File: src/rtl/core/dfl_pkg.sv
// Shared types, constants and helpers for the decimal literal to mantissa block.
// Used by dfl_front, dfl_queue, dfl_back and the top level; no dependencies.
package dfl_pkg;

    localparam int unsigned MANT_W      = 128;
    localparam int unsigned EXP_W       = 32;
    localparam int unsigned SAT_W       = 40;
    localparam int unsigned QUEUE_DEPTH = 4;

    // top word above this stops the mantissa from taking more digits
    localparam logic [31:0] FREEZE_TOP = 32'd429496719;
    // normalization runs until the top word reaches this
    localparam logic [31:0] NORM_TOP   = 32'd214748364;

    localparam logic signed [SAT_W-1:0] I32_MAX_W = 40'sh00_7FFF_FFFF;
    localparam logic signed [SAT_W-1:0] I32_MIN_W = -40'sh00_8000_0000;

    // character codes the parser looks for
    localparam logic [7:0] CH_PLUS  = 8'h2B;
    localparam logic [7:0] CH_MINUS = 8'h2D;
    localparam logic [7:0] CH_DOT   = 8'h2E;
    localparam logic [7:0] CH_ZERO  = 8'h30;
    localparam logic [7:0] CH_NINE  = 8'h39;
    localparam logic [7:0] CH_E_UP  = 8'h45;
    localparam logic [7:0] CH_E_LO  = 8'h65;

    typedef enum logic [1:0] {
        ACT_NONE,
        ACT_DIGIT,
        ACT_LZFRAC
    } dfl_act_t;

    // one request from the parser to the mantissa engine
    typedef struct packed {
        logic                    fin;        // end of literal after the digit action
        dfl_act_t                act;
        logic [3:0]              digit;
        logic                    frac;       // digit lies in the fraction
        logic signed [EXP_W:0]   exp_field;  // signed exponent field, 33 bits
        logic                    negative;
        logic                    too_many;
    } dfl_cmd_t;

    typedef struct packed {
        logic                    too_many;
        logic                    negative;
        logic signed [EXP_W-1:0] exponent;
        logic [63:0]             mant_low;
        logic [63:0]             mant_high;
    } dfl_result_t;

    function automatic logic signed [EXP_W-1:0] sat32(input logic signed [SAT_W-1:0] v);
        logic signed [EXP_W-1:0] r;
        if (v > I32_MAX_W) begin
            r = I32_MAX_W[EXP_W-1:0];
        end
        else if (v < I32_MIN_W) begin
            r = I32_MIN_W[EXP_W-1:0];
        end
        else begin
            r = v[EXP_W-1:0];
        end
        return r;
    endfunction

    function automatic logic [MANT_W-1:0] mul10(input logic [MANT_W-1:0] m);
        return {m[MANT_W-4:0], 3'b000} + {m[MANT_W-2:0], 1'b0};
    endfunction

endpackage

File: src/rtl/core/dfl_queue.sv
// Short request queue between the character parser and the mantissa engine.
// Depends on dfl_pkg (request type, depth).
module dfl_queue (
    input  logic              clk,
    input  logic              rst_n,
    input  logic              push,
    input  dfl_pkg::dfl_cmd_t wr_cmd,
    input  logic              pop,
    output dfl_pkg::dfl_cmd_t rd_cmd,
    output logic              full,
    output logic              empty
);
    import dfl_pkg::*;

    localparam int unsigned PTR_W = $clog2(QUEUE_DEPTH);

    dfl_cmd_t             slot_reg [QUEUE_DEPTH];
    logic [PTR_W-1:0]     wr_ptr_reg;
    logic [PTR_W-1:0]     rd_ptr_reg;
    logic [PTR_W:0]       count_reg;

    assign full   = (count_reg == (PTR_W+1)'(QUEUE_DEPTH));
    assign empty  = (count_reg == '0);
    assign rd_cmd = slot_reg[rd_ptr_reg];

    always_ff @(posedge clk or negedge rst_n)
    begin
        if (!rst_n)
        begin
            wr_ptr_reg <= '0;
            rd_ptr_reg <= '0;
            count_reg  <= '0;
        end
        else
        begin
            if (push)
            begin
                wr_ptr_reg <= wr_ptr_reg + 1'b1;
            end
            if (pop)
            begin
                rd_ptr_reg <= rd_ptr_reg + 1'b1;
            end
            if (push && !pop)
            begin
                count_reg <= count_reg + 1'b1;
            end
            else if (pop && !push)
            begin
                count_reg <= count_reg - 1'b1;
            end
        end
    end

    always_ff @(posedge clk)
    begin
        if (push)
        begin
            slot_reg[wr_ptr_reg] <= wr_cmd;
        end
    end

endmodule

File: src/rtl/core/dfl_front.sv
// Character parser: sign, integer/fraction digits, exponent field.
// Depends on dfl_pkg; issues one request per significant event to the queue.
module dfl_front #(
    parameter int unsigned DIGIT_W     = 8,
    parameter int unsigned DIGIT_LIMIT = 254
) (
    input  logic              clk,
    input  logic              rst_n,
    input  logic              in_valid,
    output logic              in_ready,
    input  logic [7:0]        char_code,
    input  logic              last_char,
    input  logic              queue_full,
    output logic              push,
    output dfl_pkg::dfl_cmd_t cmd
);
    import dfl_pkg::*;

    typedef enum logic [2:0] {
        PH_SIGN,
        PH_MINUS,
        PH_INT,
        PH_FRAC,
        PH_ESIGN,
        PH_EPLUS,
        PH_EDIG,
        PH_IDLE
    } phase_t;

    phase_t                  phase_reg, phase_next;
    logic                    neg_reg, neg_next;
    logic                    lz_reg, lz_next;
    logic [DIGIT_W-1:0]      left_reg, left_next;
    logic signed [EXP_W-1:0] ev_reg, ev_next;
    logic                    en_reg, en_next;

    logic                    accept;
    logic                    is_digit;
    logic                    done;
    logic                    take;
    logic                    take_frac;
    logic                    is_emark;
    dfl_act_t                act;
    logic signed [SAT_W-1:0] ev_wide;
    logic signed [SAT_W-1:0] ev_sum;
    logic signed [EXP_W:0]   ev_ext;

    assign in_ready = !queue_full;
    assign accept   = in_valid && in_ready;
    assign is_digit = (char_code >= CH_ZERO) && (char_code <= CH_NINE);
    assign is_emark = (char_code == CH_E_UP) || (char_code == CH_E_LO);

    // n*10 + (c - 48) over 40 bits, then saturated
    assign ev_wide = {{(SAT_W-EXP_W){ev_reg[EXP_W-1]}}, ev_reg};
    assign ev_sum  = (ev_wide <<< 3) + (ev_wide <<< 1)
                   + $signed({{(SAT_W-8){1'b0}}, char_code}) - 40'sd48;

    always_comb
    begin
        phase_next = phase_reg;
        neg_next   = neg_reg;
        lz_next    = lz_reg;
        left_next  = left_reg;
        ev_next    = ev_reg;
        en_next    = en_reg;
        done       = 1'b0;
        take       = 1'b0;
        take_frac  = 1'b0;
        act        = ACT_NONE;

        if (phase_next == PH_SIGN)
        begin
            phase_next = PH_MINUS;
            done       = (char_code == CH_PLUS);
        end
        if (!done && phase_next == PH_MINUS)
        begin
            phase_next = PH_INT;
            if (char_code == CH_MINUS)
            begin
                neg_next = 1'b1;
                done     = 1'b1;
            end
        end
        if (!done && (phase_next == PH_INT || phase_next == PH_FRAC))
        begin
            if (is_digit && left_reg != '0)
            begin
                take      = 1'b1;
                take_frac = (phase_next == PH_FRAC);
            end
            else if (phase_next == PH_INT && char_code == CH_DOT)
            begin
                phase_next = PH_FRAC;
            end
            else
            begin
                phase_next = is_emark ? PH_ESIGN : PH_IDLE;
            end
            done = 1'b1;
        end
        if (!done && phase_next == PH_ESIGN)
        begin
            phase_next = PH_EPLUS;
            if (char_code == CH_MINUS)
            begin
                en_next = 1'b1;
                done    = 1'b1;
            end
        end
        if (!done && phase_next == PH_EPLUS)
        begin
            phase_next = PH_EDIG;
            done       = (char_code == CH_PLUS);
        end
        if (!done && phase_next == PH_EDIG)
        begin
            ev_next = sat32(ev_sum);
        end

        if (take)
        begin
            if (lz_reg && char_code[3:0] == 4'd0)
            begin
                act = take_frac ? ACT_LZFRAC : ACT_NONE;
            end
            else
            begin
                lz_next   = 1'b0;
                left_next = left_reg - 1'b1;
                act       = ACT_DIGIT;
            end
        end
    end

    assign ev_ext = {ev_next[EXP_W-1], ev_next};

    always_comb
    begin
        cmd.fin       = last_char;
        cmd.act       = act;
        cmd.digit     = char_code[3:0];
        cmd.frac      = take_frac;
        cmd.exp_field = en_next ? -ev_ext : ev_ext;
        cmd.negative  = neg_next;
        cmd.too_many  = (left_next == '0);
    end

    assign push = accept && (act != ACT_NONE || last_char);

    always_ff @(posedge clk or negedge rst_n)
    begin
        if (!rst_n)
        begin
            phase_reg <= PH_SIGN;
            neg_reg   <= 1'b0;
            lz_reg    <= 1'b1;
            left_reg  <= DIGIT_W'(DIGIT_LIMIT);
            ev_reg    <= '0;
            en_reg    <= 1'b0;
        end
        else if (accept)
        begin
            if (last_char)
            begin
                phase_reg <= PH_SIGN;
                neg_reg   <= 1'b0;
                lz_reg    <= 1'b1;
                left_reg  <= DIGIT_W'(DIGIT_LIMIT);
                ev_reg    <= '0;
                en_reg    <= 1'b0;
            end
            else
            begin
                phase_reg <= phase_next;
                neg_reg   <= neg_next;
                lz_reg    <= lz_next;
                left_reg  <= left_next;
                ev_reg    <= ev_next;
                en_reg    <= en_next;
            end
        end
    end

endmodule

File: src/rtl/core/dfl_back.sv
// Mantissa engine: takes digit requests, then sums and normalizes at end of literal.
// Depends on dfl_pkg; holds the output register of the result channel.
module dfl_back (
    input  logic                 clk,
    input  logic                 rst_n,
    input  logic                 queue_empty,
    input  dfl_pkg::dfl_cmd_t    cmd,
    output logic                 pop,
    output logic                 out_valid,
    input  logic                 out_ready,
    output dfl_pkg::dfl_result_t result
);
    import dfl_pkg::*;

    typedef enum logic [1:0] {
        S_RUN,
        S_SUM,
        S_NORM,
        S_OUT
    } state_t;

    state_t                  state_reg;
    logic [MANT_W-1:0]       mant_reg;
    logic                    frozen_reg;
    logic signed [EXP_W-1:0] exp_run_reg;
    logic signed [EXP_W:0]   fin_exp_reg;
    logic                    fin_neg_reg;
    logic                    fin_tmd_reg;
    logic signed [EXP_W-1:0] x_reg;
    logic                    out_valid_reg;
    dfl_result_t             result_reg;

    logic                    out_load;
    logic                    mant_zero;
    logic [MANT_W-1:0]       mant_x10;
    logic [MANT_W-1:0]       mant_digit;
    logic signed [EXP_W-1:0] exp_inc;
    logic signed [EXP_W-1:0] exp_dec;
    logic signed [EXP_W-1:0] exp_lz;
    logic signed [EXP_W-1:0] x_sum;
    logic signed [EXP_W-1:0] x_dec;

    assign pop       = (state_reg == S_RUN) && !queue_empty;
    assign out_load  = (state_reg == S_OUT) && (!out_valid_reg || out_ready);
    assign mant_zero = (mant_reg == '0);
    assign mant_x10  = mul10(mant_reg);
    assign mant_digit = mant_x10 + {{(MANT_W-4){1'b0}}, cmd.digit};

    // integer digits raise the exponent first, a taken digit lowers it again
    assign exp_inc = cmd.frac ? exp_run_reg
                   : sat32({{(SAT_W-EXP_W){exp_run_reg[EXP_W-1]}}, exp_run_reg} + 40'sd1);
    assign exp_dec = sat32({{(SAT_W-EXP_W){exp_inc[EXP_W-1]}}, exp_inc} - 40'sd1);
    assign exp_lz  = sat32({{(SAT_W-EXP_W){exp_run_reg[EXP_W-1]}}, exp_run_reg} - 40'sd1);
    assign x_sum   = sat32({{(SAT_W-EXP_W){exp_run_reg[EXP_W-1]}}, exp_run_reg}
                         + {{(SAT_W-EXP_W-1){fin_exp_reg[EXP_W]}}, fin_exp_reg});
    assign x_dec   = sat32({{(SAT_W-EXP_W){x_reg[EXP_W-1]}}, x_reg} - 40'sd1);

    assign out_valid = out_valid_reg;
    assign result    = result_reg;

    always_ff @(posedge clk or negedge rst_n)
    begin
        if (!rst_n)
        begin
            state_reg     <= S_RUN;
            mant_reg      <= '0;
            frozen_reg    <= 1'b0;
            exp_run_reg   <= '0;
            fin_exp_reg   <= '0;
            fin_neg_reg   <= 1'b0;
            fin_tmd_reg   <= 1'b0;
            x_reg         <= '0;
            out_valid_reg <= 1'b0;
            result_reg    <= '0;
        end
        else
        begin
            if (out_load)
            begin
                out_valid_reg <= 1'b1;
            end
            else if (out_ready)
            begin
                out_valid_reg <= 1'b0;
            end
            case (state_reg)
                S_RUN:
                begin
                    if (pop)
                    begin
                        case (cmd.act)
                            ACT_LZFRAC:
                            begin
                                exp_run_reg <= exp_lz;
                            end
                            ACT_DIGIT:
                            begin
                                if (frozen_reg)
                                begin
                                    exp_run_reg <= exp_inc;
                                end
                                else if (mant_reg[MANT_W-1 -: 32] > FREEZE_TOP)
                                begin
                                    exp_run_reg <= exp_inc;
                                    frozen_reg  <= 1'b1;
                                end
                                else
                                begin
                                    mant_reg    <= mant_digit;
                                    exp_run_reg <= exp_dec;
                                end
                            end
                            default:
                            begin
                            end
                        endcase
                        if (cmd.fin)
                        begin
                            fin_exp_reg <= cmd.exp_field;
                            fin_neg_reg <= cmd.negative;
                            fin_tmd_reg <= cmd.too_many;
                            state_reg   <= S_SUM;
                        end
                    end
                end
                S_SUM:
                begin
                    if (mant_zero)
                    begin
                        x_reg       <= '0;
                        fin_neg_reg <= 1'b0;
                        state_reg   <= S_OUT;
                    end
                    else
                    begin
                        x_reg     <= x_sum;
                        state_reg <= S_NORM;
                    end
                end
                S_NORM:
                begin
                    if (mant_reg[MANT_W-1 -: 32] < NORM_TOP)
                    begin
                        mant_reg <= mant_x10;
                        x_reg    <= x_dec;
                    end
                    else
                    begin
                        state_reg <= S_OUT;
                    end
                end
                S_OUT:
                begin
                    if (out_load)
                    begin
                        result_reg.mant_high <= mant_reg[MANT_W-1 -: 64];
                        result_reg.mant_low  <= mant_reg[63:0];
                        result_reg.exponent  <= x_reg;
                        result_reg.negative  <= fin_neg_reg;
                        result_reg.too_many  <= fin_tmd_reg;
                        mant_reg             <= '0;
                        frozen_reg           <= 1'b0;
                        exp_run_reg          <= '0;
                        state_reg            <= S_RUN;
                    end
                end
                default:
                begin
                    state_reg <= S_RUN;
                end
            endcase
        end
    end

    a_norm_nonzero: assert property (@(posedge clk) disable iff (!rst_n)
        state_reg == S_NORM |-> !mant_zero)
        else $error("normalization entered with a zero mantissa");

    a_out_normalized: assert property (@(posedge clk) disable iff (!rst_n)
        out_load |=> (result_reg.mant_high[63:32] >= NORM_TOP)
                     || (result_reg.mant_high == '0 && result_reg.mant_low == '0))
        else $error("result mantissa not normalized");

    a_zero_result: assert property (@(posedge clk) disable iff (!rst_n)
        out_load |=> (result_reg.mant_high != '0) || (result_reg.mant_low != '0)
                     || (result_reg.exponent == '0 && !result_reg.negative))
        else $error("zero result carries sign or exponent");

    a_engine_cleared: assert property (@(posedge clk) disable iff (!rst_n)
        out_load |=> mant_zero && !frozen_reg && exp_run_reg == '0)
        else $error("engine state not cleared after a result");

endmodule

File: src/rtl/core/decimal_float_literal_to_mantissa_top.sv
// Top level of the decimal literal to normalized 128-bit mantissa converter.
// Depends on dfl_pkg, dfl_front, dfl_queue and dfl_back.
//
// Feed a decimal literal one character per request on the s_ side, with s_tlast on
// its final character; one result per literal appears on the m_ side as sign,
// decimal exponent and a 128-bit mantissa normalized so that its top 32 bits are
// at least 214748364 (value = mantissa * 10^exponent). Characters are taken one
// per cycle while the queue is not full: a parser consumes them and posts digit
// requests into a four-entry queue, and the mantissa engine retires one request
// per cycle while it is in its run state. After the last character the engine
// pops its request, sums exponents, then for a nonzero mantissa takes x10 steps
// of normalization (0 to 38, set by how small the mantissa is) until it sees them
// finished, then loads the output register once that register is free. The parser
// keeps accepting characters of the next literal meanwhile until the queue fills.
// A zero value reports exponent 0 and a clear sign; too_many_digits flags a literal
// that used up the digit budget of BUFFER_BYTES - 2 significant digits, after which
// further digits end parsing.
module decimal_float_literal_to_mantissa_top #(
    parameter int unsigned BUFFER_BYTES = 256
) (
    input  logic         clk,
    input  logic         rst_n,
    input  logic         s_tvalid,
    output logic         s_tready,
    input  logic [7:0]   s_tdata,   // [7:0] char_code
    input  logic         s_tlast,   // last_char
    output logic         m_tvalid,
    input  logic         m_tready,
    output logic [167:0] m_tdata    // [63:0] mantissa_high, [127:64] mantissa_low,
                                    // [159:128] decimal_exponent, [160] is_negative,
                                    // [161] too_many_digits, [167:162] zero
);
    import dfl_pkg::*;

    localparam int unsigned DIGIT_LIMIT = BUFFER_BYTES - 2;
    localparam int unsigned DIGIT_W     = $clog2(BUFFER_BYTES);

    logic        queue_full;
    logic        queue_empty;
    logic        push;
    logic        pop;
    dfl_cmd_t    wr_cmd;
    dfl_cmd_t    rd_cmd;
    dfl_result_t result;

    dfl_front #(
        .DIGIT_W     (DIGIT_W),
        .DIGIT_LIMIT (DIGIT_LIMIT)
    ) u_front (
        .clk        (clk),
        .rst_n      (rst_n),
        .in_valid   (s_tvalid),
        .in_ready   (s_tready),
        .char_code  (s_tdata),
        .last_char  (s_tlast),
        .queue_full (queue_full),
        .push       (push),
        .cmd        (wr_cmd)
    );

    dfl_queue u_queue (
        .clk    (clk),
        .rst_n  (rst_n),
        .push   (push),
        .wr_cmd (wr_cmd),
        .pop    (pop),
        .rd_cmd (rd_cmd),
        .full   (queue_full),
        .empty  (queue_empty)
    );

    dfl_back u_back (
        .clk         (clk),
        .rst_n       (rst_n),
        .queue_empty (queue_empty),
        .cmd         (rd_cmd),
        .pop         (pop),
        .out_valid   (m_tvalid),
        .out_ready   (m_tready),
        .result      (result)
    );

    // pack the result fields, first field in the low bits
    assign m_tdata = {6'b000000, result.too_many, result.negative, result.exponent,
                      result.mant_low, result.mant_high};

endmodule

File: config.mk
export PLATFORM = sky130hd
export DESIGN_NAME = decimal_float_literal_to_mantissa_top
export DESIGN_NICKNAME = d
export VERILOG_FILES = /design/src/rtl/core/dfl_pkg.sv /design/src/rtl/core/dfl_queue.sv /design/src/rtl/core/dfl_front.sv /design/src/rtl/core/dfl_back.sv /design/src/rtl/core/decimal_float_literal_to_mantissa_top.sv
export SDC_FILE = /design/constraint.sdc
export NUM_CORES = 2
export LEC_CHECK = 0
export ABC_AREA = 1
export BUFFER_PORTS_ARGS = -buffer_cell sky130_fd_sc_hd__buf_4
export CAP_MARGIN = 20
export CORE_ASPECT_RATIO = 0.8
export CORE_MARGIN = 3
export CORE_UTILIZATION = 50
export CTS_BUF_LIST = sky130_fd_sc_hd__clkbuf_4 sky130_fd_sc_hd__clkbuf_8
export CTS_CLUSTER_DIAMETER = 200
export DETAILED_ROUTE_END_ITERATION = 12
export PLACE_DENSITY = 0.67
export SYNTH_ARGS = -nofsm -noshare
export SYNTH_HDL_FRONTEND = slang
export SYNTH_HIERARCHICAL = 1
export SYNTH_SLANG_ARGS = --single-unit
File: constraint.sdc
create_clock -name clk -period 4.7 [get_ports clk]
set_input_delay 0.94 -clock clk [delete_from_list [all_inputs] [get_ports clk]]
set_output_delay 0.94 -clock clk [all_outputs]
set_load 0.02 [all_outputs]
==> flow_summary.ini <==
[timing]
hold_slack_ps = 180.2
tightestPinTransition_ps = 1048
slew_headroom_pct = 30.08
final.setup.worst_slack_ps = 24.52
rsz0062_at_grt = true
fin_skew_ps = 78.53
period_needed_ps = 4675
fmax_mhz = 213.9
final-max-slew-violation-count = 0
tns_ps = 0
setup_viol = 0
finalCritPeriodShare_pct = 99.48
hold_violations = 0

[logic_synthesis]
ys_top_cells_by_count = 1986 x nand2_1, 1188 x inv_1, 990 x nor2_1, 496 x o21ai_0, 457 x a21oi_1
yosysWarnings = 6
yosys-top-cells-area = dfrtp_1 21%, nand2_1 14%, edfxtp_1 10%
yosysTopAreaCellShare_pct = 21.14
synth.most_common_cell = nand2_1
yosys_most_used_dff = dfrtp_1
async_reset_ff_share_pct = 72.17
synth.distinct_cells = 72
synth-seq-area-share_pct = 31.51
syn_area_um2 = 51840
synth_area_per_cell_um2 = 6.696
synth_top_area_cell = dfrtp_1
synth_edf_count = 172
syn_inst = 7742
ys_ff_latch = 618

[route]
drt_iter0_drc = 6451
vias = 58010
wl_mm = 209.6
postRouteAntennaNets = 0
wl_per_cell_um = 20.13
drcViolationCount = 0
vias_per_cell = 5.572
first_pass_iters = 6

[worst_setup_path]
end_kind = register
cp_max_fo = 8
cp_data_arrival_time_ps = 5430
cp_top_family = simple AND/OR/NAND/NOR gates
worstSetupPathType = register to register
crit_top_cell = nand2_1
critical-path-max-stage-delay_ps = 420
slowest_stage = dfrtp_1
path_buf_inv = 2
cp.required_ps = 5450
start_kind = register

[clock_network]
worstSkewPairLatency_ps = 880
ctsHoldBuffers = 0
cts_buffers = 100
cts_root_buffer = clkbuf_8
cts_buffer_depth = 3
cts_tree = built
htree_levels = 3
clock-sinks = 618
clk_pin_slew_ps = 60

[place]
place_ws_ps = -670.6
port_buffers = 176
hpwlAfterDp_mm = 165.8
dpl.cell_count = 10140
place.gp.congestion = 1.050

[cells_and_area]
fin_nets = 9244
drive_above_1_share_pct = 26.18
area_delta_synth_final_pct = 31.72
regArea_um2 = 16360
largest_register_ffs = 172
fillers = 9204
multiInputGateArea_um2 = 33310
fin_cells = 10410

[run]
cap_violations = 0

[floorplanning]
rows = 104
die_w_um = 366.0
core_um2 = 101800
start_util_pct = 50.95
die_y_um = 294.0
die-area_um2 = 107600
ioPinCount = 183

[status]
status = finished, final reports clean

[global_route]
grt_use_total_pct = 36.93
grt-ovfl-total = 0
grt_pass1_wl_mm = 309.4
first_global_vias = 52750
grt_max_degree = 115
grt_antenna_before_repair = 6

[hold_path]
hp-class = primary input to asynchronous set/reset pin
worst paths after layout:
check                                      start                 endpoint  slack, ps  cells past startpoint
max                        u_back/exp_run_reg[1]    u_back/exp_run_reg[8]         20                     33
min                                        rst_n        u_back/result[21]        180                      1
max reg2reg                u_back/exp_run_reg[1]    u_back/exp_run_reg[8]         20                     33
min reg2reg                   u_back/result[139]       u_back/result[139]        490                      2
max in group asynchronous                  rst_n      u_front/left_reg[7]       3470                      2
min in group clk                      s_tdata[0]  u_queue/slot_reg[3][36]        420                      1
cell families after synthesis:
family          synth area share, %
buf+inv                       10.55
compound gates                14.73
other cells                0.007233
xor+xnor                      4.745
fa+ha+maj                     6.975
simple gates                  30.05
flops                         31.51
mux                           1.434
layout make-up:
cell class | instances | share of cell area [%]
well taps | 1378 | 2.525
inverters | 1211 | 6.662
multi-input cells | 5721 | 48.78
diodes | 2 | 0.007329
clock buffers | 147 | 2.688
flip-flops and latches | 618 | 23.96
repair buffers | 1296 | 14.75
clock inverters | 39 | 0.6230
metrics by stage:
step / util, % / area, µm²
floorplan: - / 51920
global placement: 61.01 / 62090
detailed placement: 61.01 / 62090
CTS: 63.66 / 64780
global route: 67.10 / 68280
finish: 67.11 / 68290
metal layers:
metal	GRT usage [%]	part of all wire, %	routed length, µm
met1	56.36	46	96430
met2	51.07	39	82350
met3	10.79	12	25500
met4	7.764	2.5	5163
met5	0	0.062	130
cell usage in the layout, fill, tap and decap left out, drive strengths merged, types with 24 or more instances in the layout:
cell type,instances
nand2,2039
buf,1292
inv,1203
nor2,1028
o21ai,521
a21oi,457
dfrtp,438
nand3,306
ha,273
xor2,207
edfxtp,172
clkbuf,151
nor3,130
o211ai,110
nand4,108
o22ai,82
xnor2,73
mux2,66
nor4,57
a31oi,53
clkinv,37
nand3b,32
o21a,24
what timing repair did:
item,CTS,global route
gates resized for setup,116,747
pin swaps,17,150
buffers inserted,5,73
endpoints found under the setup margin,76,269
hold endpoints to repair,0,0
gates cloned,0,6
Power is left out: the tool's default activity adds up to more than one toggle a clock period on the data nets, which glitch-free logic cannot reach.
